[src/hdl/mpqs_pkg.sv]
// shared types and codes for the sorted priority queue
`default_nettype none
package mpqs_pkg;

   typedef enum logic {
      FUNC_INSERT = 1'b0,
      FUNC_POP    = 1'b1
   } func_type;

   typedef enum logic [1:0] {
      STATUS_INSERTED = 2'd0,
      STATUS_POPPED   = 2'd1,
      STATUS_EMPTY    = 2'd2,
      STATUS_FULL     = 2'd3
   } status_type;

   typedef struct packed {
      logic insert;
      logic pop;
   } cell_ctrl_type;

endpackage
`default_nettype wire

[src/hdl/mpqs_cell.sv]
// one slot of the sorted chain: compare against the new key and shift
`default_nettype none
module mpqs_cell #(
   parameter int DATA_WIDTH = 32,
   parameter int PRIO_WIDTH = 16
) (
   input  logic                      clock,
   input  mpqs_pkg::cell_ctrl_type   ctrl,
   input  logic                      occupied,
   input  logic [DATA_WIDTH-1:0]     new_data,
   input  logic [PRIO_WIDTH-1:0]     new_prio,
   input  logic [DATA_WIDTH-1:0]     left_data,
   input  logic [PRIO_WIDTH-1:0]     left_prio,
   input  logic                      left_lt,
   input  logic [DATA_WIDTH-1:0]     right_data,
   input  logic [PRIO_WIDTH-1:0]     right_prio,
   output logic [DATA_WIDTH-1:0]     data,
   output logic [PRIO_WIDTH-1:0]     prio,
   output logic                      lt
);
   import mpqs_pkg::*;

   logic [DATA_WIDTH-1:0] data_ff;
   logic [DATA_WIDTH-1:0] data_in;
   logic [PRIO_WIDTH-1:0] prio_ff;
   logic [PRIO_WIDTH-1:0] prio_in;

   // strictly lower stored priority keeps its place
   assign lt = occupied && ($signed(prio_ff) < $signed(new_prio));

   always_comb begin
      data_in = data_ff;
      prio_in = prio_ff;
      if (ctrl.insert) begin
         if (lt) begin
            data_in = data_ff;
            prio_in = prio_ff;
         end else if (left_lt) begin
            data_in = new_data;
            prio_in = new_prio;
         end else begin
            data_in = left_data;
            prio_in = left_prio;
         end
      end else if (ctrl.pop) begin
         data_in = right_data;
         prio_in = right_prio;
      end
   end

   always_ff @(posedge clock) begin
      data_ff <= data_in;
      prio_ff <= prio_in;
   end

   assign data = data_ff;
   assign prio = prio_ff;

endmodule
`default_nettype wire

[src/hdl/min_priority_queue_sorted.sv]
// a taken request beat registers its result, which is valid in the cycle after the beat
// throughput: one insert or pop per cycle when ready; cells compare, shift at once
// the request side stalls only while a result beat waits and rsp_ready is low
// reset clears the entry count and the result valid; cell contents need no reset
`default_nettype none
module min_priority_queue_sorted #(
   parameter int DEPTH      = 16,
   parameter int DATA_WIDTH = 32,
   parameter int PRIO_WIDTH = 16
) (
   input  logic                               clock,
   input  logic                               reset,
   input  logic                               req_valid,
   output logic                               req_ready,
   input  logic                               req_func,
   input  logic [DATA_WIDTH-1:0]              req_item_data,
   input  logic signed [PRIO_WIDTH-1:0]       req_priority_req,
   output logic                               rsp_valid,
   input  logic                               rsp_ready,
   output logic [DATA_WIDTH-1:0]              rsp_popped_data,
   output mpqs_pkg::status_type               rsp_status,
   output logic [$clog2(DEPTH+1)-1:0]         rsp_occupancy
);
   import mpqs_pkg::*;

   localparam int CW = $clog2(DEPTH + 1);

   logic [CW-1:0]         count_ff;
   logic [CW-1:0]         count_in;
   logic                  rsp_valid_ff;
   logic                  rsp_valid_in;
   logic [DATA_WIDTH-1:0] rsp_data_ff;
   logic [DATA_WIDTH-1:0] rsp_data_in;
   status_type            rsp_status_ff;
   status_type            rsp_status_in;
   logic [CW-1:0]         rsp_occ_ff;

   logic                  beat;
   logic                  is_pop;
   logic                  full;
   logic                  empty;
   cell_ctrl_type         ctrl;

   logic [DATA_WIDTH-1:0] cell_data [DEPTH];
   logic [PRIO_WIDTH-1:0] cell_prio [DEPTH];
   logic                  cell_lt   [DEPTH];

   assign req_ready = !rsp_valid_ff || rsp_ready;
   assign beat      = req_valid && req_ready;
   assign is_pop    = (func_type'(req_func) == FUNC_POP);
   assign full      = (count_ff == CW'(DEPTH));
   assign empty     = (count_ff == '0);

   assign ctrl.insert = beat && !is_pop && !full;
   assign ctrl.pop    = beat && is_pop && !empty;

   genvar gi;
   generate
      for (gi = 0; gi < DEPTH; gi++) begin : g_cell
         logic [DATA_WIDTH-1:0] l_data;
         logic [PRIO_WIDTH-1:0] l_prio;
         logic                  l_lt;
         logic [DATA_WIDTH-1:0] r_data;
         logic [PRIO_WIDTH-1:0] r_prio;

         if (gi == 0) begin : g_head
            assign l_data = req_item_data;
            assign l_prio = req_priority_req;
            assign l_lt   = 1'b1;
         end else begin : g_body
            assign l_data = cell_data[gi-1];
            assign l_prio = cell_prio[gi-1];
            assign l_lt   = cell_lt[gi-1];
         end

         if (gi == DEPTH - 1) begin : g_tail
            assign r_data = cell_data[gi];
            assign r_prio = cell_prio[gi];
         end else begin : g_mid
            assign r_data = cell_data[gi+1];
            assign r_prio = cell_prio[gi+1];
         end

         mpqs_cell #(
            .DATA_WIDTH(DATA_WIDTH),
            .PRIO_WIDTH(PRIO_WIDTH)
         ) u_cell (
            .clock      (clock),
            .ctrl       (ctrl),
            .occupied   (count_ff > CW'(gi)),
            .new_data   (req_item_data),
            .new_prio   (req_priority_req),
            .left_data  (l_data),
            .left_prio  (l_prio),
            .left_lt    (l_lt),
            .right_data (r_data),
            .right_prio (r_prio),
            .data       (cell_data[gi]),
            .prio       (cell_prio[gi]),
            .lt         (cell_lt[gi])
         );
      end
   endgenerate

   always_comb begin
      count_in      = count_ff;
      rsp_valid_in  = rsp_valid_ff && !rsp_ready;
      rsp_data_in   = rsp_data_ff;
      rsp_status_in = rsp_status_ff;
      if (beat) begin
         rsp_valid_in = 1'b1;
         rsp_data_in  = '0;
         priority if (ctrl.insert) begin
            count_in      = count_ff + CW'(1);
            rsp_status_in = STATUS_INSERTED;
         end else if (ctrl.pop) begin
            count_in      = count_ff - CW'(1);
            rsp_data_in   = cell_data[0];
            rsp_status_in = STATUS_POPPED;
         end else if (is_pop) begin
            rsp_status_in = STATUS_EMPTY;
         end else begin
            rsp_status_in = STATUS_FULL;
         end
      end
   end

   always_ff @(posedge clock) begin
      if (reset) begin
         count_ff     <= '0;
         rsp_valid_ff <= 1'b0;
      end else begin
         count_ff     <= count_in;
         rsp_valid_ff <= rsp_valid_in;
      end
   end

   always_ff @(posedge clock) begin
      if (beat) begin
         rsp_data_ff   <= rsp_data_in;
         rsp_status_ff <= rsp_status_in;
         rsp_occ_ff    <= count_in;
      end
   end

   assign rsp_valid       = rsp_valid_ff;
   assign rsp_popped_data = rsp_data_ff;
   assign rsp_status      = rsp_status_ff;
   assign rsp_occupancy   = rsp_occ_ff;

endmodule
`default_nettype wire

[config.mk]
export PLATFORM = sky130hd
export DESIGN_NAME = min_priority_queue_sorted
export DESIGN_NICKNAME = d
export VERILOG_FILES = /design/src/hdl/mpqs_pkg.sv /design/src/hdl/mpqs_cell.sv /design/src/hdl/min_priority_queue_sorted.sv
export SDC_FILE = /design/constraint.sdc
export NUM_CORES = 2
export LEC_CHECK = 0
export BUFFER_PORTS_ARGS = -buffer_cell sky130_fd_sc_hd__buf_2
export CAP_MARGIN = 20
export CORE_AREA = 2 2 426 428
export CTS_BUF_LIST = sky130_fd_sc_hd__clkbuf_16
export CTS_CLUSTER_SIZE = 10
export DETAILED_ROUTE_END_ITERATION = 10
export DIE_AREA = 0 0 428 430
export PLACE_DENSITY = 0.4
export SLEW_MARGIN = 25
export SYNTH_ARGS = -nofsm -noshare
export SYNTH_HDL_FRONTEND = slang
export SYNTH_SLANG_ARGS = --single-unit
[constraint.sdc]
create_clock -name clock -period 9.55 [get_ports clock]
set_input_delay 1.91 -clock clock [delete_from_list [all_inputs] [get_ports clock]]
set_output_delay 1.91 -clock clock [all_outputs]
set_load 0.01 [all_outputs]
==> results.json <==
{
  "synth_enable_flop_cells": 807,
  "leakage_nw": 18.03,
  "final-max-slew-violation-count": 0,
  "start_util_pct": 24.84,
  "clock_sink_count": 813,
  "post_synth_simple_gate_area_pct": 15.17,
  "dp.final_hpwl_um": 104500,
  "min_period_ns": 6.352,
  "postCtsResizedCells": 0,
  "h_tree_depth": 3,
  "fp-row-count": 156,
  "worstHoldPathType": "reg -> reg",
  "synthesis.instances": 4178,
  "synth.distinct_cells": 61,
  "placeableCoreArea_um2": 179800,
  "yosys-top-cells-area": "edfxtp_1 54%, o211ai_1 7.4%, ha_1 6.9%, nand2_1 6.5%, nand3_1 4.6%",
  "cts_root_buffer": "clkbuf_16",
  "synth_top_family_by_area": "simple AND/OR/NAND/NOR gates",
  "synthesized_area_fraction_occupied_by_adder_cells_pct": 6.865,
  "synth-seq-area-share_pct": 54.54,
  "finish.instance_area_um2": 50640,
  "drt_pass_1_iters": 6,
  "post_synthesis_area_per_instance_um2": 10.69,
  "clock_latency_ns": 0.75,
  "max-cap-violations": 0,
  "die-width_um": 428,
  "asyncSetResetFlopFracSynth_pct": 0,
  "finish.net_count": 4404,
  "initial_antenna_violation_count": 7,
  "run_status": "finished clean",
  "drive_above_1_share_pct": 8.769,
  "post-route-drc-count": 0,
  "ir_drop_uv": 126.9,
  "share_of_the_synthesized_area_in_compound_gates_ao_oa_aoi_oai_pct": 14.38,
  "rsz0062_at_grt": "false",
  "groute.usage.overall_pct": 18.50,
  "pin_count_of_the_biggest_net_entering_global_routing": 226,
  "synth_mux_area_share_pct": 5.559,
  "hold_viol_final": 0,
  "top_level_ports": 94,
  "worstPathArrival_ns": 6.68,
  "synth_top_area_cell": "edfxtp_1",
  "routedWlPerCell_um": 26.59,
  "required_time_at_the_endpoint_of_the_critical_path_ns": 9.88,
  "critPathLaunchType": "input port",
  "setup_tns_ns": 0,
  "worst_setup_hold_path_clk_slew_ns": 0.06,
  "clock-skew-final_ns": 0.03786,
  "clk_path_buf_depth": 3,
  "synth.yosys.warnings": 0,
  "synth-main-ff-cell": "edfxtp_1",
  "num_vias": 34295,
  "fmaxAchievable_mhz": 157.4,
  "mostFrequentLayoutCells": "807 x edfxtp_1, 768 x nand2_1, 438 x o211ai_1",
  "critical_path.max_fanout": 49,
  "drt_first_iter_violations": 2887,
  "first_global_vias": 34242,
  "worst_slew_margin_rel_pct": 23.65,
  "synthToLayoutAreaGrowth_pct": 13.41,
  "buffer_ports.inserted": 93,
  "timing.setup.critical_path_class": "in -> reg",
  "worstSetupEndpointType": "flop",
  "postCtsSetupBuffers": 0,
  "fp.dieArea_um2": 184000,
  "postPlaceCellArea_um2": 47630,
  "max_slew.worst_pin.slew_ns": 1.145,
  "postRouteWirelength_um": 174100,
  "drt-vias-per-instance": 5.237,
  "most_common_cell_after_layout_fill_and_taps_aside": "edfxtp_1",
  "final_antenna_net_count": 0,
  "synth_top_area_share_pct": 54.27,
  "fp.dieH_um": 430,
  "finalSetupViolCount": 0,
  "cts_tree": "yes",
  "grt_pass1_wl_um": 251800,
  "gp_congestion": 0.8477,
  "syn-num-nets": 4476,
  "synth.ff_latch_count": 813,
  "fin_crit_sh_pct": 66.51,
  "syn_area_um2": 44650,
  "numCtsBuffers": 101,
  "synth_xor_area_share_pct": 0.05884,
  "grt_remaining_overflow": 0,
  "cts_hold_repair.buffers": 0,
  "power.density_cell_area_nw_per_um2": 207.0
}
[report_power, final]
part / internal, mW / switching, mW / leakage [nW]
Combinational: 0.602 / 1.39 / 8.77
Clock: 1.97 / 1.63 / 1.57
Sequential: 4.56 / 0.313 / 7.69
[logic make-up after synthesis]
| family | after synthesis |
|---|---|
| buffers and inverters | 370 |
| AOI/OAI and AO/OA | 990 |
| xor gates and xnor gates | 3 |
| and+or+nand+nor | 1515 |
| muxes | 242 |
| DFF | 813 |
| adders and majority gates | 245 |
[final timing paths]
path / start / to / slack, ns / depth (start not counted)
max reg2reg: g_cell[8].u_cell.prio[15] / g_cell[8].u_cell.data[18] / 4.52 / 8
min: rsp_valid / rsp_valid / 0.53 / 2
max: req_priority_req[15] / g_cell[8].u_cell.data[18] / 3.20 / 10
min reg2reg: rsp_valid / rsp_valid / 0.53 / 2
[cell usage after synthesis (3+ instances only)]
master and n:
mux2i_1 194, o21ai_1 45, and3_1 15, nor2b_1 12
a31oi_1 58, mux2_2 48, nand2_1 779, o211ai_1 438
edfxtp_1 807, clkbuf_1 251, and2_1 33, a2111oi_0 11
inv_1 38, a31o_1 3, o21ai_0 198, a21o_1 16
buf_2 49, nand3_1 410, or4_1 7, or3_1 10
nor2_1 122, nor3_1 5, a211o_1 4, nand4_1 70
a21oi_1 172, a41oi_1 9, nand2b_1 26, buf_4 10
buf_6 6, and4_1 18, ha_1 245, buf_1 16
a221oi_1 9, a211oi_1 3, nor3b_1 3, a22o_1 3
dfxtp_1 6
[routing by layer]
metal | vias to the layer above | track usage [%] | routed length (um)
li1 | 15746 | - | -
met1 | 17442 | 25.68 | 80970
met2 | 887 | 30.37 | 81450
met3 | 220 | 2.362 | 7411
met4 | 0 | 4.697 | 4304
met5 | - | 0 | 0
[state kept, by name, indices dropped and copies added, names as in the netlist]
signal,flops
count_ff,5
g_cell.u_cell.data,512
g_cell.u_cell.prio,256
rsp_popped_data,32
rsp_status,2
rsp_valid,1
rsp_occupancy,5
[cell type report]
| cell class | instances | area (um2) |
|---|---|---|
| flip-flops and latches | 813 | 24350 |
| inverters | 38 | 142.6 |
| multi-input cells | 2995 | 19130 |
| well taps | 2370 | 2965 |
| fillers | 18707 | 129100 |
| repair buffers | 157 | 1070 |
| diodes | 4 | 10.01 |
| clock buffers | 102 | 2552 |
| clock inverters | 69 | 419.2 |
[metrics by stage]
stage | util (%) | power (mW) | hold slack [ns] | worst slack, ns | instances
after floorplan | - | 6.034 | 0.5177 | 1.245 | 4178
after global placement | 26.47 | 6.925 | 0.5212 | 2.527 | 6370
after detailed placement | 26.50 | 6.953 | 0.5247 | 2.481 | 6371
after CTS | 28.15 | 10.61 | 0.5338 | 3.267 | 6542
after global routing | 28.17 | 10.97 | 0.5724 | 3.114 | 6545
final | 28.17 | 10.48 | 0.5314 | 3.198 | 6548
[worst max-delay path: stages]
cell	delay (ns)
buf_2	0.17
inv_1	0.33
ha_1	0.51
and4_1	0.30
and3_1	0.38
o211ai_1	0.14
a21oi_1	0.48
or4b_4	0.94
and2_4	0.55
a21o_4	0.91
Note: power is estimated with default switching activity, not from simulation.
